### src/sv/assert_macros.svh
`ifndef ASSERT_MACROS_SVH
`define ASSERT_MACROS_SVH

// condition holds at every clock edge outside reset
`define KBT_ASSERT_ALWAYS(name, clk, rst, cond) \
   name: assert property (@(posedge clk) disable iff (rst) (cond)) \
      else $error("kbt check failed");

// antecedent implies consequent in the same cycle
`define KBT_ASSERT_IMPLY(name, clk, rst, ante, cons) \
   name: assert property (@(posedge clk) disable iff (rst) (ante) |-> (cons)) \
      else $error("kbt check failed");

`endif

### src/sv/kbt_ram.sv
module kbt_ram #(
   parameter int WIDTH = 8,
   parameter int DEPTH = 16,
   parameter int AW    = (DEPTH > 1) ? $clog2(DEPTH) : 1
) (
   input  logic             clock,
   input  logic             wr_en,
   input  logic [AW-1:0]    wr_addr,
   input  logic [WIDTH-1:0] wr_data,
   input  logic             rd_en,
   input  logic [AW-1:0]    rd_addr,
   output logic [WIDTH-1:0] rd_data
);

   logic [WIDTH-1:0] mem [DEPTH];
   logic [WIDTH-1:0] rd_data_ff;

   always_ff @(posedge clock) begin
      if (wr_en) begin
         mem[wr_addr] <= wr_data;
      end
      if (rd_en) begin
         rd_data_ff <= mem[rd_addr];
      end
   end

   assign rd_data = rd_data_ff;

endmodule

### config.mk
export PLATFORM = sky130hd
export DESIGN_NAME = kbt_ram
export DESIGN_NICKNAME = d
export VERILOG_FILES = /design/src/sv/assert_macros.svh /design/src/sv/kbt_ram.sv
export SDC_FILE = /design/constraint.sdc
export NUM_CORES = 1
export LEC_CHECK = 0
export ABC_AREA = 1
export BUFFER_PORTS_ARGS = -buffer_cell sky130_fd_sc_hd__buf_2
export CORE_MARGIN = 4
export CORE_UTILIZATION = 40
export DETAILED_ROUTE_END_ITERATION = 16
export PLACE_DENSITY_LB_ADDON = 0.2
export SYNTH_ARGS = -nofsm -noshare
export SYNTH_HDL_FRONTEND = slang
export SYNTH_SLANG_ARGS = --single-unit
### constraint.sdc
create_clock -name clock -period 1.4 [get_ports clock]
set_input_delay 0.28 -clock clock [delete_from_list [all_inputs] [get_ports clock]]
set_output_delay 0.28 -clock clock [all_outputs]
set_load 0.005 [all_outputs]
==> reports/qor.csv, run 1 <==
metric;value;unit
detailed-placement wirelength estimate;8667;µm
total of max-cap violations;0;
Final Max Tran Viols;0;
mean post-synth cell area;10.61;µm²
unrepaired setup endpoints after global routing;no;
slew at the pin closest to its max-slew limit;0.6290;ns
fraction of final layout cells with drive strength greater than 1;13.68;%
Slew HR;58.01;%
leftover overflow at the end of global routing;0;
vias after detailed routing;3858;
number of flip-flops and latches in the synthesized netlist;136;
worst reg2reg path depth;6;
post-synth design cell area;5847;µm²
peak per-stage delay on the critical path;0.42;ns
CP endpoint kind;output port;
cts bufs inserted;17;
number of nets in the finished design;621;
area added between synthesis and finish;17.68;%
Clk pin slew, worst setup/hold paths;0.05;ns
required time of the critical path;1.12;ns
CTS Sinks;136;
number of DRC violations after detailed routing;0;
Reg2Reg Setup Slack;0.27;ns
initial standard-cell utilization of the core;41.48;%
R2R Path End;rd_data[5];
root buffer cell;clkbuf_16;
# resized after CTS;0;
Cells after Synth;551;
synth unique cells;11;
number of flops mapped to enable cells by yosys;136;
data arrival time of the critical path;0.98;ns
run status;complete, no violations;
worst-path fanout max;1;
summed negative setup slack over all endpoints;0;ns
share of Yosys cell area claimed by the top area cell type;69.85;%
clock tree skew after final layout;0.007247;ns
startpoint class of the critical path;flip-flop;
total routing resource utilization after global routing;17.50;%
overall routed net length;13580;µm
Finished Core Util;48.81;%
post-CTS setup buffer count;0;
maximum number of pins on one net before global-route repair;55;
count of cells along the worst hold path;1;
synthesis warning total;0;
antenna viol nets, final;0;
slowest cell on the critical path;edfxtp_1;
Power Density;1354;nW/µm²
cell types occupying the most area after synthesis;edfxtp_1 (70%), nand2_1 (11%), nand3_1 (8.3%), inv_1 (6.4%), buf_6 (1.2%);
startpoint of the tightest hold check path;rd_en;
ys async rst share;0;%
wire length of the first global-routing pass;21380;µm
worst reg2reg startpoint;mem[5][5];
vertical die dimension;128.9;µm
area taken by flip-flops and latches;4084;µm²
weighted congestion reported at the end of routability-driven placement;0.8174;
Hold Path End;rd_data[1];
worst hold path class;input pin to flip-flop;
number of optimization iterations in the first detailed-route pass;5;
number of primary I/O pins;27;
proportion of synthesized chip area in sequential cells;69.85;%
post-synth net total;570;
clock tree from TritonCTS;done;
clock insertion delay at the later pin of the skew report;0.41;ns
total of fill cells in the finished design;1295;
Max Root-Sink Buffers;2;
dominant register cell in the synthesized netlist;edfxtp_1;
highest attainable clock frequency;0.7922;GHz
most instantiated library cell after synthesis;nand2_1;
hold buffer count at CTS;0;
antenna violations before repair;0;
vias in the first global route;3727;
average wire per standard cell;17.11;µm
number of buffers and inverters on the critical path;1;
total leakage power;2.975;nW
minimum period implied by the final worst setup slack;1.262;ns
Top delay family on crit path;flip-flops;
die width;128.9;µm
Total Die Area;16620;µm²
final-report hold violation count;0;
library cell occupying the most area in the post-synthesis netlist;edfxtp_1;
Via-to-Cell Ratio;4.859;
Final setup violation count;0;
antenna cell count;0;
post-route clock period utilization;90.17;%
number of H-tree levels;4;
number of port buffers;26;
critical-path cell list;buf_2;
area used by multi-input combinational logic;1214;µm²
top cells by count, synth;nand2_1 (173), edfxtp_1 (136), inv_1 (100), nand3_1 (97), nor2_1 (17);
Core Footprint;14100;µm²
Peak supply drop;570.6;µV
row count;43;
number of DRC violations after detailed-routing iteration 0;383;
path type of the worst setup path;flip-flop to output port;
worst max-delay path by stage:
| stage | from | end | cells after the start |
|---|---|---|---|
| after floorplan | wr_addr[2] | mem[10][0] | 2 |
| after global placement | rd_addr[0] | rd_data[4] | 9 |
| after detailed placement | rd_addr[0] | rd_data[3] | 9 |
| after CTS | rd_data[2] | rd_data[2] | 1 |
| after global routing | rd_data[2] | rd_data[2] | 1 |
| final | rd_data[2] | rd_data[2] | 1 |
layout make-up:
type,count,area share [%]
multi-input cells,289,17.64
repair buffers,56,6.256
flip-flops and latches,136,59.36
clock buffers,20,6.347
clock inverters,11,1.564
well taps,180,3.273
inverters,102,5.565
cells by family after synthesis:
| logic type | after synthesis | share of synthesized area, % |
|---|---|---|
| and+or+nand+nor | 289 | 20.76 |
| buffers and inverters | 126 | 9.394 |
| DFF | 136 | 69.85 |
stage by stage:
step / cells / setup WS [ns] / power [W] / hold slack (ns) / area (µm²)
final: 794 / 0.1376 / 0.009314 / 0.2547 / 6880
after global placement: 763 / -0.2084 / 0.005298 / 0.6615 / 6336
after CTS: 794 / 0.09047 / 0.009410 / 0.2362 / 6880
after floorplan: 551 / 0.1692 / 0.005016 / 0.3789 / 5847
after global routing: 794 / 0.1037 / 0.009675 / 0.2476 / 6880
after detailed placement: 763 / -0.2066 / 0.005306 / 0.6636 / 6336
state kept, by name, summed over array words and instances, names as in the netlist:
signal and cells:
mem 128, rd_data 8
metal layers:
layer / part of all wire, % / vias up / routed length [µm] / track usage, %
met3: 5.8 / 15 / 793 / 3.611
met2: 47 / 123 / 6316 / 26.89
met4: 1.4 / 0 / 190 / 5.065
li1: - / 1883 / - / -
met1: 46 / 1837 / 6282 / 25.30
met5: 0 / - / 0 / 0
cell usage in the layout, fill, tap and decap left out:
| master | netlist | layout |
|---|---|---|
| clkbuf_1 | 0 | 3 |
| clkbuf_16 | 0 | 17 |
| clkinv_1 | 0 | 2 |
| inv_2 | 2 | 2 |
| nand2_1 | 173 | 173 |
| nand3_1 | 97 | 97 |
| nor2_1 | 17 | 17 |
| buf_12 | 0 | 6 |
| buf_4 | 4 | 24 |
| edfxtp_1 | 136 | 136 |
| clkinv_2 | 0 | 5 |
| clkinvlp_4 | 0 | 2 |
| bufinv_16 | 0 | 2 |
| buf_2 | 13 | 26 |
| nand3b_1 | 2 | 2 |
| inv_1 | 100 | 100 |
power by group:
| part | total (W) | switching [W] | internal [W] |
|---|---|---|---|
| Combinational | 0.000589 | 0.000395 | 0.000193 |
| Clock | 0.00410 | 0.00153 | 0.00258 |
| Sequential | 0.00462 | 0.0000304 | 0.00459 |
Power figures use the tool's default switching activity.
==> run 2, diff against run 1 <==
--- a/config.mk
+++ b/config.mk
@@ -11,6 +11,7 @@
 export CORE_UTILIZATION = 40
 export DETAILED_ROUTE_END_ITERATION = 16
 export PLACE_DENSITY_LB_ADDON = 0.2
+export RECOVER_POWER = 100
 export SYNTH_ARGS = -nofsm -noshare
 export SYNTH_HDL_FRONTEND = slang
 export SYNTH_SLANG_ARGS = --single-unit
==> run 2 against run 1 <==
  * Worst hold slack improved by 0.13 ns
  * Via count decreased by 0.36%
  * Non-clock buffer count unchanged
  * Fmax decreased by 1.8%
  * Total power decreased by 0.13%
  * Design area decreased by 1.2%
  * Clock power about the same
  * Highest routed layer unchanged
==> reports/qor.csv, run 2 (synthesis results as in run 1) <==
metric;value;unit;change
worst reg2reg path depth;6;;unchanged
number of DRC violations after detailed routing;0;;unchanged
worst hold path class;input pin to flip-flop;;
post-route clock period utilization;91.79;%;+1.6 points
fraction of final layout cells with drive strength greater than 1;7.818;%;-5.9 points
worst reg2reg startpoint;mem[4][2];;
clock tree skew after final layout;0.007184;ns;-0.00006370 ns
root buffer cell;clkbuf_16;;
slowest cell on the critical path;edfxtp_1;;
clock insertion delay at the later pin of the skew report;0.41;ns;about the same
total of max-cap violations;0;;unchanged
worst-path fanout max;1;;unchanged
post-route cell area;6795;µm²;-1.2%
number of optimization iterations in the first detailed-route pass;5;;unchanged
number of buffers and inverters on the critical path;1;;unchanged
startpoint class of the critical path;flip-flop;;
Final setup violation count;0;;unchanged
total leakage power;2.852;nW;-4.1%
final-layout worst hold slack;0.3882;ns;+0.1334 ns
clock tree from TritonCTS;done;;
leftover overflow at the end of global routing;0;;unchanged
most common cell after layout, fill and taps aside;nand2_1;;
Clk pin slew, worst setup/hold paths;0.05;ns;about the same
average wire per standard cell;17.23;µm;+0.72%
met3 WL post-DR;675;µm;-15%
CTS Sinks;136;;unchanged
Reg2Reg Setup Slack;0.27;ns;about the same
max FFs per register;128;;unchanged
weighted congestion reported at the end of routability-driven placement;0.8174;;unchanged
Core Footprint;14100;µm²;unchanged
final-report hold violation count;0;;unchanged
R2R Path End;rd_data[2];;
Top delay family on crit path;flip-flops;;
Total Die Area;16620;µm²;unchanged
antenna violations before repair;0;;unchanged
Final Max Tran Viols;0;;unchanged
Via-to-Cell Ratio;4.841;;-0.36%
register ranked first by flip-flop count;mem;;
Routed met2 length;6305;µm;-0.17%
path type of the worst setup path;flip-flop to output port;;
unrepaired setup endpoints after global routing;no;;
post-placement setup slack;-0.2066;ns;unchanged
cts bufs inserted;17;;unchanged
vertical die dimension;128.9;µm;unchanged
row count;43;;unchanged
critical-path cell list;buf_2;;
antenna viol nets, final;0;;unchanged
number of DRC violations after detailed-routing iteration 0;400;;+4.4%
minimum period implied by the final worst setup slack;1.285;ns;+0.02263 ns
Worst path depth;1;;unchanged
Peak supply drop;568.5;µV;-0.36%
run status;complete, no violations;;
Power Density;1369;nW/µm²;+1.1%
vias after detailed routing;3844;;-0.36%
antenna cell count;0;;unchanged
number of primary I/O pins;27;;unchanged
worst setup path start;rd_data[2];;
Met1 Wirelength;6463;µm;+2.9%
die width;128.9;µm;unchanged
number of H-tree levels;4;;unchanged
top library cells by usage in the layout, fill and taps aside;nand2_1 (173), edfxtp_1 (136), inv_1 (100);;
Max Root-Sink Buffers;2;;unchanged
number of port buffers;26;;unchanged
initial standard-cell utilization of the core;41.48;%;unchanged
crit path setup slack, layout;0.1150;ns;-0.02263 ns
Slew HR;35.97;%;-22 points
capturing element of the worst setup path;rd_data[2];;
data arrival time of the critical path;1.01;ns;+0.03 ns
area added between synthesis and finish;16.22;%;
peak per-stage delay on the critical path;0.44;ns;+0.02 ns
# resized after CTS;0;;unchanged
slew at the pin closest to its max-slew limit;0.9605;ns;+0.3315 ns
Top Metal Used;met4;;
hold buffer count at CTS;0;;unchanged
overall routed net length;13680;µm;+0.72%
post-CTS setup buffer count;0;;unchanged
maximum number of pins on one net before global-route repair;55;;unchanged
total of fill cells in the finished design;1314;;+1.5%
required time of the critical path;1.12;ns;about the same
summed negative setup slack over all endpoints;0;ns;unchanged
vias in the first global route;3727;;unchanged
Placed Area;6336;µm²;unchanged
wire length of the first global-routing pass;21380;µm;unchanged
detailed-placement wirelength estimate;8667;µm;unchanged
CP endpoint kind;output port;;
number of nets in the finished design;621;;unchanged
total routing resource utilization after global routing;17.50;%;unchanged
highest attainable clock frequency;0.7782;GHz;-1.8%
[run 2: worst min-delay path by stage]
| stage | startpoint | endpoint | slack [ns] | cells past startpoint |
|---|---|---|---|---|
| floorplan | wr_data[0] | mem[0][0] | 0.38 | 0 |
| global placement | rd_en | rd_data[0] | 0.66 | 1 |
| detailed placement | rd_en | rd_data[7] | 0.66 | 1 |
| CTS | rd_en | rd_data[1] | 0.24 | 1 |
| global route | rd_addr[3] | rd_data[6] | 0.40 | 4 |
| finish | rd_en | rd_data[1] | 0.39 | 1 |
[run 2: final cells by class]
type                            count  area [µm²]  area share, %
Clock inverter                     11       107.6          1.583
Tap cell                          180       225.2          3.314
Inverter                          102       382.9          5.634
Clock buffer                       20       436.7          6.426
Sequential cell                   136        4084          60.10
Timing Repair Buffer               56       345.3          5.082
Multi-Input combinational cell    289        1214          17.86
[run 2: report_power, final]
| part | internal, W | leakage, nW | switching, W |
|---|---|---|---|
| clock network | 0.00258 | 0.264 | 0.00153 |
| logic | 0.000177 | 1.35 | 0.000397 |
| registers | 0.00459 | 1.24 | 0.0000316 |
[run 2: per-layer routing]
metal / vias to the layer above / GRT usage, %
li1: 1885 / -
met1: 1838 / 25.30
met2: 106 / 26.89
met3: 15 / 3.611
met4: 0 / 5.065
met5: - / 0
[run 2: stage by stage]
stage          utilization (%)  instances  power, W
2_1_floorplan                -        551  0.005016
3_3_place_gp             44.95        763  0.005298
3_5_place_dp             44.95        763  0.005306
4_1_cts                  48.81        794  0.009410
5_1_grt                  48.21        794  0.009663
6_report                 48.21        794  0.009302
==> run 3, diff against run 2 <==
--- a/config.mk
+++ b/config.mk
@@ -5,7 +5,6 @@
 export SDC_FILE = /design/constraint.sdc
 export NUM_CORES = 1
 export LEC_CHECK = 0
-export ABC_AREA = 1
 export BUFFER_PORTS_ARGS = -buffer_cell sky130_fd_sc_hd__buf_2
 export CORE_MARGIN = 4
 export CORE_UTILIZATION = 40
==> run 3 against run 2 <==
  * The flow now finishes with violations (setup timing)
  * Worst setup slack worse by 0.18 ns
  * Sequential cell count did not move
  * Count of clock-buffer cells in the layout unchanged
  * Final cell count down 39%
  * Fmax down 12%
  * Design area fell by 7.6%
  * First-iteration DRC count down 48%
  * Register-to-register slack got worse by 0.34 ns
  * Via count is 36% lower
  * Largest cell class unchanged
==> reports/qor.csv, run 3 <==
metric;value;unit;change
leftover overflow at the end of global routing;0;;unchanged
synthesis warning total;0;;unchanged
total of max-cap violations;0;;unchanged
Via-to-Cell Ratio;5.098;;+5.3%
CP endpoint kind;flip-flop;;
clock tree skew after final layout;0.007790;ns;+0.0006062 ns
failing checks;setup timing;;
post-route clock period utilization;104.8;%;+13 points
clock tree from TritonCTS;done;;
required time of the critical path;1.56;ns;+0.44 ns
cts bufs inserted;17;;unchanged
wire length of the first global-routing pass;15870;µm;-26%
Peak supply drop;711.4;µV;+25%
number of H-tree levels;4;;unchanged
library cell occupying the most area in the post-synthesis netlist;edfxtp_1;;
number of port buffers;26;;unchanged
Cells after Synth;229;;-58%
Placed Area;5868;µm²;-7.4%
detailed-placement wirelength estimate;6775;µm;-22%
number of nets in the finished design;316;;-49%
worst setup path start;mem[11][5];;
PnR Total Power;0.008833;W;-5.0%
number of placed instances, taps included;452;;-41%
initial standard-cell utilization of the core;41.09;%;-0.39 points
antenna viol nets, final;0;;unchanged
switching power share of the total;20.49;%;-0.54 points
number of DRC violations after detailed-routing iteration 0;208;;-48%
final instance count without filler cells;482;;-39%
row count;41;;-4.7%
Slew HR;41.27;%;+5.3 points
CTS Sinks;136;;unchanged
average wire per standard cell;21.45;µm;+24%
register ranked first by flip-flop count;mem;;
Max Root-Sink Buffers;2;;unchanged
most common cell after layout, fill and taps aside;edfxtp_1;;
share of Yosys cell area claimed by the top area cell type;78.12;%;+8.3 points
final-report hold violation count;0;;unchanged
fraction of final layout cells with drive strength greater than 1;31.94;%;+24 points
unrepaired setup endpoints after global routing;yes;;
number of flip-flops and latches in the synthesized netlist;136;;unchanged
post-synth design cell area;5228;µm²;-11%
mean post-synth cell area;22.83;µm²;+120%
post-route cell area;6279;µm²;-7.6%
cell-internal power;0.007024;W;-4.4%
vias in the first global route;2651;;-29%
data arrival time of the critical path;1.63;ns;+0.62 ns
antenna cell count;0;;unchanged
Final setup violation count;5;;+5
clock insertion delay at the later pin of the skew report;0.41;ns;about the same
number of DRC violations after detailed routing;0;;unchanged
share of total power in the clock network;42.3;%;-1.8 points
vias after detailed routing;2457;;-36%
Clk pin slew, worst setup/hold paths;0.06;ns;about the same
startpoint of the tightest hold check path;rd_en;;
cell types occupying the most area after synthesis;edfxtp_1 (78%), mux4_2 (7.8%), mux4_1 (7.0%), a22oi_1 (2.3%), nor2_1 (0.93%);;
crit path setup slack, layout;-0.06787;ns;-0.1829 ns
hold buffer count at CTS;0;;unchanged
part of the power in combinational logic;5.5;%;-0.7 points
worst reg2reg startpoint;mem[11][5];;
Core Footprint;12720;µm²;-9.7%
minimum period implied by the final worst setup slack;1.468;ns;+0.1829 ns
Final Max Tran Viols;0;;unchanged
fraction of power consumed by sequential logic;52.2;%;+2.5 points
startpoint class of the critical path;flip-flop;;
vertical die dimension;122.3;µm;-5.1%
proportion of synthesized chip area in sequential cells;78.12;%;+8.3 points
Power Density;1407;nW/µm²;+2.8%
P_sw;0.001810;W;-7.5%
worst hold path class;input pin to flip-flop;;
maximum number of pins on one net before global-route repair;17;;-69%
die width;122.3;µm;-5.1%
highest attainable clock frequency;0.6813;GHz;-12%
top cells by count, synth;edfxtp_1 (136), mux4_2 (18), a22oi_1 (16), mux4_1 (14), nor2_1 (13);;
weighted congestion reported at the end of routability-driven placement;0.7158;;-12%
total routing resource utilization after global routing;15.28;%;-2.2 points
antenna violations before repair;1;;+1
most instantiated library cell after synthesis;edfxtp_1;;
run status;complete, but fails checks;;
number of optimization iterations in the first detailed-route pass;4;;-1
number of primary I/O pins;27;;unchanged
final-layout worst hold slack;0.3292;ns;-0.05894 ns
top library cells by usage in the layout, fill and taps aside;edfxtp_1 (136), mux4_2 (29), clkbuf_1 (26);;
root buffer cell;clkbuf_16;;
Total Die Area;14960;µm²;-9.9%
number of flops mapped to enable cells by yosys;136;;unchanged
max FFs per register;128;;unchanged
synth unique cells;18;;+7
dominant register cell in the synthesized netlist;edfxtp_1;;
slew at the pin closest to its max-slew limit;0.8791;ns;-0.08135 ns
worst-path fanout max;1;;unchanged
Finished Core Util;49.35;%;+1.1 points
post-synth net total;248;;-56%
overall routed net length;10340;µm;-24%
area added between synthesis and finish;20.11;%;
path type of the worst setup path;flip-flop to flip-flop;;
ys async rst share;0;%;unchanged
total leakage power;2.079;nW;-27%
run 3: cell type report:
cell class	instances	area [µm²]
Fill cell	1098	6444
Sequential cell	136	4084
Multi-Input combinational cell	83	1064
Clock buffer	20	436.7
Timing Repair Buffer	59	417.9
Tap cell	172	215.2
Clock inverter	12	61.31
run 3: cell families (layout without fill, tap and decap cells):
kind of cell | after synthesis | in the layout | share of synthesized area [%]
buffers and inverters | 10 | 91 | 1.651
flip-flops | 136 | 136 | 78.12
AO/OA/AOI/OAI | 16 | 16 | 2.298
AND/OR/NAND/NOR | 35 | 35 | 3.136
multiplexers | 32 | 32 | 14.79
run 3: path summary, 6_finish.rpt:
path	endpoint	slack, ns	depth (start not counted)
worst max-delay path	rd_data[5]	-0.07	4
worst min register to register	rd_data[3]	0.74	3
worst max register to register	rd_data[5]	-0.07	4
worst min-delay path	rd_data[7]	0.33	1
run 3: metrics by stage:
stage	setup WS, ns	TNS (ns)
after floorplan	-0.09898	-0.6768
after global placement	-0.5138	-5.015
after detailed placement	-0.5106	-6.170
after CTS	-0.07921	-0.3816
after global routing	-0.1304	-0.6515
final	-0.06787	-0.1919
run 3: worst max-delay path, cell delays in order, from the launching register on:
cell and delay [ns]:
edfxtp_1 0.36, mux4_2 0.49, a22oi_2 0.18, buf_4 0.15
nand2_2 0.05
run 3: power groups by stage:
stage                     logic (W)  clock network (W)  registers, W
after floorplan            0.000254                  0       0.00469
after global placement     0.000498                  0       0.00469
after detailed placement   0.000503                  0       0.00469
after CTS                  0.000509            0.00381       0.00461
after global routing       0.000529            0.00399       0.00462
final                      0.000484            0.00374       0.00461
run 3: metal layers:
layer	global-route usage, %	routed length, µm	vias to the layer above
met3	4.700	625	12
met2	24.18	5077	64
met4	5.668	172	2
met5	0	13	-
met1	20.04	4448	1273
li1	-	-	1106
run 3: repair_timing:
action                                  CTS  global route
pin swaps                                 1             2
buffers inserted                          0             0
endpoints found under the setup margin    8             8
resized for setup                         6             9
