**config.mk**
```make
export PLATFORM = sky130hd
export DESIGN_NAME = kbt_closer
export DESIGN_NICKNAME = d
export VERILOG_FILES = /design/src/sv/assert_macros.svh /design/src/sv/kbt_pkg.sv /design/src/sv/kbt_closer.sv
export SDC_FILE = /design/constraint.sdc
export NUM_CORES = 1
export LEC_CHECK = 0
export BUFFER_PORTS_ARGS = -buffer_cell sky130_fd_sc_hd__buf_2
export CAP_MARGIN = 15
export CORE_AREA = 2 2 125 127
export DETAILED_ROUTE_END_ITERATION = 16
export DIE_AREA = 0 0 127 129
export PLACE_DENSITY_LB_ADDON = 0.25
export SETUP_SLACK_MARGIN = 0.1
export SYNTH_ARGS = -nofsm -noshare
export SYNTH_HDL_FRONTEND = slang
export SYNTH_SLANG_ARGS = --single-unit
```
**constraint.sdc**
```tcl
create_clock -name vclk -period 2.1
set_clock_uncertainty 0.05 [all_clocks]
set_input_delay 0 -clock vclk [all_inputs]
set_output_delay 0 -clock vclk [all_outputs]
set_load 0.05 [all_outputs]
```
**src/sv/assert_macros.svh**
```systemverilog
`ifndef ASSERT_MACROS_SVH
`define ASSERT_MACROS_SVH

// condition holds at every clock edge outside reset
`define KBT_ASSERT_ALWAYS(name, clk, rst, cond) \
   name: assert property (@(posedge clk) disable iff (rst) (cond)) \
      else $error("kbt check failed");

// antecedent implies consequent in the same cycle
`define KBT_ASSERT_IMPLY(name, clk, rst, ante, cons) \
   name: assert property (@(posedge clk) disable iff (rst) (ante) |-> (cons)) \
      else $error("kbt check failed");

`endif

```
**src/sv/kbt_pkg.sv**
```systemverilog
package kbt_pkg;

   localparam int KEY_BITS_DEF        = 64;
   localparam int BUCKET_CAPACITY_DEF = 16;
   localparam int MAX_NEIGHBORS_DEF   = 16;
   localparam int RESULT_LIMIT        = 16;

   localparam logic [2:0] ACT_INSERT       = 3'd0;
   localparam logic [2:0] ACT_REMOVE       = 3'd1;
   localparam logic [2:0] ACT_UPDATE       = 3'd2;
   localparam logic [2:0] ACT_UPDATE_KNOWN = 3'd3;
   localparam logic [2:0] ACT_PROBE        = 3'd4;
   localparam logic [2:0] ACT_QUERY        = 3'd5;

   localparam logic [2:0] ST_OK      = 3'd0;
   localparam logic [2:0] ST_PRESENT = 3'd1;
   localparam logic [2:0] ST_ABSENT  = 3'd2;
   localparam logic [2:0] ST_FULL    = 3'd3;
   localparam logic [2:0] ST_HOME    = 3'd4;

   // index of the highest set bit, two-level search over bytes
   function automatic logic [5:0] top_bit64(logic [63:0] d);
      logic [7:0] grp;
      logic [2:0] g;
      logic [7:0] byt;
      logic [2:0] p;
      for (int k = 0; k < 8; k++) begin
         grp[k] = |d[8*k +: 8];
      end
      g = 3'd0;
      for (int k = 0; k < 8; k++) begin
         if (grp[k]) g = 3'(k);
      end
      byt = d[{g, 3'b000} +: 8];
      p = 3'd0;
      for (int k = 0; k < 8; k++) begin
         if (byt[k]) p = 3'(k);
      end
      return {g, p};
   endfunction

endpackage

```
**src/sv/kbt_closer.sv**
```systemverilog
module kbt_closer #(
   parameter int KEY_BITS = kbt_pkg::KEY_BITS_DEF
) (
   input  logic [63:0]         a_ident,
   input  logic [KEY_BITS-1:0] a_key,
   input  logic [63:0]         c_ident,
   input  logic [KEY_BITS-1:0] c_key,
   input  logic [KEY_BITS-1:0] target,
   output logic                closer
);

   logic [KEY_BITS+63:0] a_rank;
   logic [KEY_BITS+63:0] c_rank;

   // distance, then shard, then node, ids offset to unsigned order
   assign a_rank = {a_key ^ target, ~a_ident[63], a_ident[62:32], ~a_ident[31], a_ident[30:0]};
   assign c_rank = {c_key ^ target, ~c_ident[63], c_ident[62:32], ~c_ident[31], c_ident[30:0]};
   assign closer = a_rank < c_rank;

endmodule

```
==> results.txt, run 1 <==
The startpoint type of the worst setup path is a primary input. From synthesis to final layout, the design area changed by 53.6%. The startpoint identified for the worst hold timing path is a_ident[62]. The run finished, with violations left. Once the floorplan was initialized, standard cells occupied 27.4% of the core. The largest single stage delay on the critical path is 340 ps.

The leakage power is 0.00356 µW. The first global-routing pass estimated 19.5 mm of wire. The starting DRC count in detailed routing came out at 50.

The sequential cells in the finished layout cover a total of 0 µm². The wire length per cell after detailed routing is 12.1 µm. The post-synthesis instance total is 521. The repair_antennas step left the layout with diodes totalling 0.

Counting every net in the synthesized netlist gives 968. The fraction of final layout cells with drive strength greater than 1 came out at 42.2%. The final route contains 4735 vias.

The pre-CTS setup slack came out at -242 ps. Headroom to the max-slew limit came out at 71.5%. The net count of the finished layout came out at 1317. The number of DRC violations after detailed routing came out at 0.

The die is 129 µm tall. Counting I/O delays and the setup requirement, the final critical path takes 2120 ps. The worst hold path passes through 6 cells. The width of the die came out at 127 µm. The number of distinct library cells after synthesis came out at 33. In this run the power density over the cells is 241 nW/µm².

The final weighted congestion in routability-driven placement came out at 0.789. The number of antenna violations at the first check in global routing is 0. The top cell family by delay on the critical path is simple AND/OR/NAND/NOR gates. The slew at the pin closest to its max-slew limit came out at 423 ps.

For this run, the top clock speed supported by timing is 472 MHz. The count of hold buffers inserted by post-cts repair came out at 0. The combined buffer and inverter count along the critical path is 2. The post-DP HPWL came out at 12.2 mm. The required time at the worst-slack endpoint came out at 2050 ps. Entering global routing, the biggest net connects 5 pins. Along the worst path, the maximum fanout reaches 2. Counting the fill cells in the layout gives 1594. The worst setup path is of the in2out kind. The data arrival time of the critical path came out at 2070 ps. The critical path endpoint category is a primary output. The average size of a mapped cell came out at 7.86 µm². The post-synthesis instance area is 4100 µm².

The number of violations of the max-capacitance limit came out at 0. The worst supply voltage drop on vdd came out at 118 µV. The final reports fail on setup timing.

Traced cell by cell, the critical path runs through buf_2 -> xor2_1 -> ha_1 -> nand4_1 -> nor4_4 -> nand4_1 -> a311oi_2 -> a211o_1 -> a211oi_2 -> a21boi_4 -> buf_8. Setup repair after global routing could not meet its margin everywhere. The class of the tightest hold or removal check is in2out. The proportion of synthesized chip area in sequential cells is 0%. Summed over all layers, the routed wires come to 12.8 mm.

The number of clock buffers in the layout came out at 0. The residual antenna-violating net count after detailed routing came out at 0. The end point of the most critical hold path is closer. The commonest non-fill, non-tap cell in the layout is sky130_fd_sc_hd__buf_2.

The via density per instance is 4.48. The fraction of the cycle the final worst path needs came out at 101%. The number of placed cells counting well taps came out at 1050. The number of rows created at floorplan is 45. Across every metal layer, demand over resource in global routing totals 14.2%. The total chip power came out at 1520 µW.

The final count of negative-setup-slack endpoints is 1. The count of pins on the block boundary is 321. Global routing finished with a remaining overflow of 0.

The number of max-slew violations in the final report came out at 0. The slowest stage of the critical path is the sky130_fd_sc_hd__nor4_4 cell. The number of detailed-route iterations in the first pass is 4. Setup slack on the critical path of the routed design comes to -16.6 ps. The final count of hold timing violations came out at 0.

The Yosys step of the flow raised 0 warnings. The number of global-route vias before repair is 4599. The die footprint is 16400 µm². The non-filler instance count after layout is 1056. The library cells used most frequently in the layout, excluding fill and tap cells, are sky130_fd_sc_hd__buf_2 (316), sky130_fd_sc_hd__ha_1 (126), sky130_fd_sc_hd__inv_1 (64). The quantity of I/O buffers inserted on ports came out at 321. In this design, the critical path's most frequently occurring cell is sky130_fd_sc_hd__nand4_1. The number of flip-flops and latches came out at 0. The core outline area is 15000 µm².
-- power breakdown --
group,leakage [µW],switching [µW],internal [µW]
Sequential,0,0,0
Clock,0,0,0
Combinational,0.00356,705,811
-- worst max-delay path by stage --
| stage | cells after the start | end | startpoint | slack, ps |
|---|---|---|---|---|
| 2_1_floorplan | 9 | closer | a_key[35] | 200 |
| 3_3_place_gp | 11 | closer | target[1] | -190 |
| 3_5_place_dp | 11 | closer | target[35] | -240 |
| 4_1_cts | 11 | closer | target[33] | -20 |
| 5_1_grt | 12 | closer | target[29] | -180 |
| 6_report | 11 | closer | a_key[63] | -20 |
-- final cells by class --
cell class                      instances  area, µm²  area share, %
Timing Repair Buffer                  347       1830           29.1
Tap cell                              188        235           3.74
Inverter                               64        240           3.82
Multi-Input combinational cell        457       3990           63.3
-- metal layers --
metal | vias to the layer above | wire length, µm | GRT usage (%)
li1 | 2543 | - | -
met1 | 2008 | 5020 | 15.9
met2 | 184 | 6780 | 29.9
met3 | 0 | 952 | 1.75
met4 | 0 | 0 | 0
met5 | - | 0 | 0
-- worst min-delay path, stage by stage --
cell	delay, ps
sky130_fd_sc_hd__buf_2	80
sky130_fd_sc_hd__ha_1	140
sky130_fd_sc_hd__a32oi_1	100
sky130_fd_sc_hd__o21ai_1	230
sky130_fd_sc_hd__a21boi_4	90
sky130_fd_sc_hd__buf_8	150
-- what timing repair did --
item	CTS	global route
gates cloned	0	0
pin swaps	6	20
setup buffers	0	6
setup endpoints to repair	1	1
resized for setup	12	14
-- cell usage after synthesis, drive strengths merged, types with 2 or more instances --
| master | number | area share [%] |
|---|---|---|
| a21oi | 46 | 5.7 |
| ha | 127 | 39 |
| o21ai | 24 | 2.9 |
| a211o | 2 | 0.43 |
| nand4 | 21 | 3.2 |
| xnor2 | 64 | 14 |
| o21a | 4 | 0.73 |
| nand2 | 35 | 3.2 |
| and4 | 6 | 1.3 |
| nor3 | 6 | 0.73 |
| inv | 64 | 5.9 |
| a21o | 10 | 1.8 |
| a31oi | 2 | 0.31 |
| a211oi | 7 | 1.3 |
| nand3 | 5 | 0.61 |
| xor2 | 64 | 14 |
| nor4 | 5 | 1.3 |
| nor2 | 15 | 1.4 |
| a221oi | 3 | 0.79 |
| o211ai | 3 | 0.55 |
-- cells by family (layout without fill, tap and decap cells) --
| group | Yosys count | after routing | synth area share (%) |
|---|---|---|---|
| simple gates | 94 | 94 | 11.9 |
| fa+ha+maj | 127 | 127 | 38.8 |
| compound gates | 108 | 108 | 16.1 |
| buf+inv | 64 | 411 | 5.86 |
| xor+xnor | 128 | 128 | 27.4 |
-- metrics by stage --
step | hold WS, ps | TNS, ps | instance area, µm² | util (%)
after floorplan | 407 | 0 | 4100 | -
after global placement | 800 | -189 | 6100 | 40.7
after detailed placement | 806 | -242 | 6100 | 40.7
after CTS | 739 | -20.0 | 6170 | 41.2
after global routing | 794 | -179 | 6290 | 42.0
final | 733 | -16.6 | 6290 | 42.0
No activity file was read; power rests on OpenSTA's default activity.
==> inputs of run 2 (changes only) <==
--- a/config.mk
+++ b/config.mk
@@ -11,6 +11,7 @@
 export DETAILED_ROUTE_END_ITERATION = 16
 export DIE_AREA = 0 0 127 129
 export PLACE_DENSITY_LB_ADDON = 0.25
+export REMOVE_ABC_BUFFERS = 1
 export SETUP_SLACK_MARGIN = 0.1
 export SYNTH_ARGS = -nofsm -noshare
 export SYNTH_HDL_FRONTEND = slang
==> run 2 against run 1 <==
Effect of this change: the run now ends clean; routed wire length increased by 2.7%; first-iteration DRC count up 82%; final area increased by 0.60%; via count down 0.23%; global-route usage grew 0.53 points; non-clock buffer count increased by 1; combinational power increased by 3%; final cell count barely moved; critical path depth unchanged; clock-buffer cell count unchanged; fmax rose by 1.8%; power is 2.7% higher; critical path type unchanged; largest power group unchanged; highest routed layer is now met4.
==> results.txt, run 2 (same netlist as run 1, synthesis figures left out) <==
The count of nets left with antenna violations once routing finished came out at 0. The die footprint came out at 16400 µm². Leaving out fill and tap cells, the most frequent cells in the layout are sky130_fd_sc_hd__buf_2 (318), sky130_fd_sc_hd__ha_1 (125), sky130_fd_sc_hd__inv_1 (64). The worst supply voltage drop on vdd came out at 113 µV. The data arrival time of the critical path came out at 2030 ps. The sequential cell area in the final layout came out at 0 µm². The combined area of the multi-input logic cells is 4010 µm².

The total number of vias is 4724. The number of flip-flops and latches is 0. The startpoint of the tightest hold check path is c_ident[63]. The pre-CTS setup slack came out at -315 ps. The delay of the slowest critical-path stage came out at 350 ps.

For the finished layout, the period the worst path requires is 2080 ps. The sequential share of power came out at 0%. Clock buffers in the final layout number 0. In this run the core area contains 45 standard-cell rows. At the end of routability-driven placement, the weighted congestion stood at 0.807. Setup repair after global routing could not meet its margin everywhere. The net switching power figure came out at 733 µW.

The total power per unit cell area is 246 nW/µm². For this run, the detailed router's first-pass iteration total came to 4. The detailed-route wire length is 13.1 mm. Of the total power, the share spent switching nets is 47.1%.

STA classifies the critical path startpoint as a primary input. The run finished with clean final reports. The number of cells on the worst hold path came out at 6. The required time at the worst-slack endpoint is 2050 ps. The number of antenna repair diodes came out at 0. STA classifies the critical path endpoint as a primary output. Of all nets on the critical path, the largest fanout is 2. The setup total negative slack is 0 ps.

The number of DRC violations after detailed routing came out at 0. The area after detailed placement came out at 6140 µm². Walking the worst path, the cells encountered are buf_2 -> xnor2_1 -> ha_4 -> nand2_1 -> o21ai_2 -> a221oi_2 -> o21ai_1 -> a211o_1 -> a211oi_2 -> a21boi_4 -> buf_8. The global-route congestion overflow total is 0. The critical path in this run is classified as in2out. The filler cell count in the final layout came out at 1586.

The number of global-route vias before repair came out at 4675. The slew at the pin closest to its max-slew limit came out at 386 ps. In this run the standard cell core region covers 15000 µm². The final count of negative-setup-slack endpoints is 0. The final setup slack of the worst path is 20.8 ps. Static timing analysis puts the maximum clock frequency at 481 MHz. The met2 wirelength from detailed routing came out at 6.97 mm. The floorplan step set the die width to 127 µm. The cell internal power dissipation is 823 µW. The fraction of the cycle the final worst path needs came out at 99.0%. In this run the vertical extent of the chip is 129 µm. Once layout is done, the placed cells without fillers occupy 6330 µm². The library cell used most frequently in the layout, excluding fill and tap cells, is sky130_fd_sc_hd__buf_2. The via density per instance came out at 4.47.

The number of antenna violations at the first check in global routing is 0. The final count of hold timing violations is 0. The post-synthesis to final-layout area growth is 54.6%.

The wire length of the first global-routing pass came out at 20.2 mm. The initial core utilization came out at 27.4%. The tightest min-delay check is of the in2out type. After detailed routing, the average wire length per cell comes to 12.4 µm. The total chip power came out at 1560 µW. The combinational share of power is 100.0%.

The post-route met1 wirelength came out at 5.11 mm. The global-route usage over all layers came out at 14.7%. The first routing iteration left 91 violations. The post-DP HPWL is 12.6 mm. The fraction of final layout cells with drive strength greater than 1 is 43.0%.

The count of pins on the block boundary is 321. The core utilization of the finished layout is 42.3%. The analysis attributes to cell leakage a power of 0.00358 µW. The part of the total power dissipated in the clock network came out at 0%.

The pin count of the biggest net entering global routing is 5. The number of violations of the max-capacitance limit is 0. The amount of wire on met3 after detailed routing came out at 986 µm. The number of max-slew violations in the final report came out at 0. The slowest stage of the critical path belongs to the cell sky130_fd_sc_hd__xnor2_1.

After detailed routing, no signal wire sits above met4. In this run the tightest slew margin relative to its limit is 74.1%. For hold timing, the worst endpoint is closer. The quantity of I/O buffers inserted on ports came out at 321. The final layout contains 1318 nets.
==> run 2: cell count changes in the layout (fill, tap and decap cells not counted), sizes merged <==
cell,change
buf,+1
==> run 2: worst max path at each step <==
stage,start,endpoint,slack [ps],cells after the start
2_1_floorplan,a_key[35],closer,100,9
3_3_place_gp,a_key[35],closer,-310,11
3_5_place_dp,a_key[35],closer,-320,11
4_1_cts,target[51],closer,-5,11
5_1_grt,target[63],closer,-100,11
6_report,target[34],closer,20,11
==> run 2: area by class of cell <==
class,count,area share [%]
inverter,64,3.79
timing repair buffer,348,29.1
tap,188,3.72
multi-input combinational,457,63.4
==> run 2: critical path: cells and delay by family <==
family	cells	cell delay [ps]
AOI/OAI and AO/OA	6	1060
buffers and inverters	2	280
xor gates and xnor gates	1	350
adders and majority gates	1	270
and+or+nand+nor	1	70
==> run 2: stage by stage <==
| stage | hold slack [ps] | cells |
|---|---|---|
| after CTS | 766 | 1056 |
| after global routing | 685 | 1057 |
| final | 609 | 1057 |
| after detailed placement | 802 | 1055 |
| after global placement | 799 | 1055 |
| after floorplan | 397 | 521 |
==> run 2: power by group through the flow <==
stage / Clock [µW] / Sequential (µW) / Combinational [µW]
2_1_floorplan: 0 / 0 / 816
3_3_place_gp: 0 / 0 / 1490
3_5_place_dp: 0 / 0 / 1490
4_1_cts: 0 / 0 / 1580
5_1_grt: 0 / 0 / 1770
6_report: 0 / 0 / 1560
==> run 2: per-layer routing <==
metal,global-route usage [%],up-vias
met5,0,-
met4,0.259,0
met3,2.00,4
met2,30.7,195
met1,16.6,1980
li1,-,2545
==> run 2: what timing repair did <==
item / CTS / global route
endpoints found under the setup margin: 1 / 1
resized for setup: 30 / 4
setup buffers: 1 / 1
hold buffers: 0 / 0
pin swaps: 20 / 5
==> inputs of run 3 (changes only) <==
--- a/config.mk
+++ b/config.mk
@@ -5,7 +5,7 @@
 export SDC_FILE = /design/constraint.sdc
 export NUM_CORES = 1
 export LEC_CHECK = 0
-export BUFFER_PORTS_ARGS = -buffer_cell sky130_fd_sc_hd__buf_2
+export BUFFER_PORTS_ARGS = -buffer_cell sky130_fd_sc_hd__buf_4
 export CAP_MARGIN = 15
 export CORE_AREA = 2 2 125 127
 export DETAILED_ROUTE_END_ITERATION = 16
==> run 3 against run 2 <==
Effect of this change: the run now ends with setup timing left; critical path depth stayed put; combinational power is 8% higher; non-clock buffer count is 6 lower; fmax is 1.4% lower; utilization is 4.6 points higher; sequential share of layout area stayed put; setup slack worse by 29 ps; routed wire length is 3.7% higher; first-iteration DRC count is 24% lower; critical endpoint unchanged; largest cell class unchanged.
==> results.txt, run 3 (same netlist as run 1, synthesis figures left out) <==
The run finished, with violations left. The checks that failed: setup timing. The fraction of the cycle the final worst path needs came out at 100%. The required time at the worst-slack endpoint came out at 2050 ps.

The number of antenna repair diodes came out at 0. The wire length per cell after detailed routing came out at 12.9 µm. The worst setup path is captured at a primary output. The total power per unit cell area came out at 240 nW/µm². For this design, the slowest cell found on the critical path is sky130_fd_sc_hd__nor4_1. After layout, the worst setup slack is -8.02 ps. The quantity of I/O buffers inserted on ports came out at 321.

The highest attainable clock frequency came out at 474 MHz. Summed over all layers, the global routing overflow is 0. The top cell types in the final layout, fill and taps aside, are sky130_fd_sc_hd__buf_4 (340), sky130_fd_sc_hd__ha_1 (126), sky130_fd_sc_hd__inv_1 (64). The number of rows created at floorplan came out at 45. The total area inside the core boundary comes to 15000 µm². In this design, the stage delay of the slowest critical-path cell is 380 ps. The number of antenna violations at the first check in global routing is 0. The number of clock buffers in the layout came out at 0. The residual antenna-violating net count after detailed routing is 0.

The die footprint is 16400 µm². The cell internal power dissipation is 966 µW. For this configuration, the core starts out at a cell density of 27.4%. Of the total power, registers draw 0%. After detailed routing, the number of remaining DRC violations is 0. The starting DRC count in detailed routing is 69. The worst supply voltage drop on vdd is 198 µV. Setup repair after global routing could not meet its margin everywhere. The detailed-route wire length is 13.6 mm. The worst setup path is launched from a primary input.

The tightest hold path in the finished design has a slack of 719 ps. The total number of vias is 4794. The number of max-slew violations in the final report is 0.

The tightest slew margin relative to the limit came out at 75.9%. The setup total negative slack came out at -8.02 ps. The number of detailed-route iterations in the first pass is 4. Counting tap cells, the placed design contains a total of 1049 instances. The part of the total power dissipated in the clock network came out at 0%.

Relative to the synthesized area, the layout overhead comes to 71.3%. The kind of cell with the highest combined delay along the critical path is simple AND/OR/NAND/NOR gates. The total chip power is 1680 µW. The fraction of power spent switching nets is 42.6%. Across the run, the number of max-cap violations was 0. The pin count of the biggest net entering global routing is 5.

The number of flip-flops and latches is 0. The fraction of final layout cells with drive strength greater than 1 came out at 42.1%. Once layout is complete, the cells apart from fillers number 1051. The maximum fanout encountered on the critical timing path came out at 2. The data arrival time of the critical path came out at 2060 ps. The area after detailed placement is 6900 µm². The signal on the critical path passes through buf_4 -> xor2_1 -> ha_1 -> nand4_1 -> nor4_1 -> nand4_1 -> a311oi_2 -> a211o_1 -> a211oi_2 -> a21boi_4 -> buf_6. The tightest min-delay check is of the in2out type. The sequential cell area in the final layout is 0 µm². The number of global-route vias before repair was 4777. The final weighted congestion in routability-driven placement came out at 0.794. In this run the static leakage power is 0.00380 µW. Measured along the y axis, the die boundary spans 129 µm. The count of hold buffers inserted by post-cts repair came out at 0.

The global-route usage over all layers came out at 15.7%. The final count of negative-setup-slack endpoints came out at 1. By instance count, the cell type seen most on the critical path is sky130_fd_sc_hd__nand4_1. Subtracting the final worst setup slack from the clock period gives 2110 ps.

The post-DP HPWL came out at 13.0 mm. The first global-routing pass estimated 21.4 mm of wire. The analysis attributes to net switching a power of 718 µW. The combinational share of power came out at 100.0%. The count of pins on the block boundary is 321. The final count of hold timing violations came to 0. The slew at the pin closest to its max-slew limit came out at 359 ps. After the last flow step, the layout net total stands at 1312. The via density per instance came out at 4.56.

The width of the die is 127 µm. The post-route cell area is 7020 µm². The library cell used most frequently in the layout, excluding fill and tap cells, is sky130_fd_sc_hd__buf_4. The critical path is of the in2out type. The combined buffer and inverter count along the critical path is 2.
[run 3: cell types whose count changed in the layout (fill, tap and decap cells not counted), moves of 2 or more]
cell	delta
sky130_fd_sc_hd__a21oi_1	-2
sky130_fd_sc_hd__a21oi_2	+2
sky130_fd_sc_hd__buf_2	-318
sky130_fd_sc_hd__nor3_1	+2
sky130_fd_sc_hd__buf_4	+314
[run 3: worst min-delay path, cell delays in order]
cell and delay [ps]:
sky130_fd_sc_hd__buf_4 80, sky130_fd_sc_hd__ha_1 150, sky130_fd_sc_hd__a32oi_1 100, sky130_fd_sc_hd__o21ai_1 190, sky130_fd_sc_hd__a21boi_4 90, sky130_fd_sc_hd__buf_6 150
[run 3: per-stage QoR]
step	utilization (%)	setup WS [ps]
after floorplan	-	97.3
after global placement	46.0	-260
after detailed placement	46.0	-289
after CTS	46.8	-32.8
after global routing	46.9	-191
final	46.9	-8.02
[run 3: power by group through the flow]
stage	Clock (µW)	Sequential, µW	Combinational (µW)
6_report	0	0	1680
5_1_grt	0	0	1910
4_1_cts	0	0	1710
3_5_place_dp	0	0	1630
3_3_place_gp	0	0	1620
2_1_floorplan	0	0	816
[run 3: final cells by class]
class                           instances  area [µm²]
Inverter                               64         240
Timing Repair Buffer                  342        2580
Multi-Input combinational cell        457        3960
Fill cell                            1557        7960
Tap cell                              188         235
[run 3: path summary, 6_finish.rpt]
check | start | to | cells after the start
setup / recovery | a_key[21] | closer | 11
hold / removal | c_ident[63] | closer | 6
[run 3: timing repair]
item | 4_1_cts | 5_1_grt
buffers inserted | 2 | 0
endpoints found under the hold margin | 0 | 0
setup endpoints to repair | 1 | 1
resized for setup | 21 | 1
pin swaps | 19 | 0
[run 3: routing by layer]
metal	vias to the layer above	wire, µm	GRT usage (%)
met4	0	229	2.39
met3	14	1260	3.41
met2	201	7190	31.8
li1	2528	-	-
met5	-	0	0
met1	2051	4910	16.8
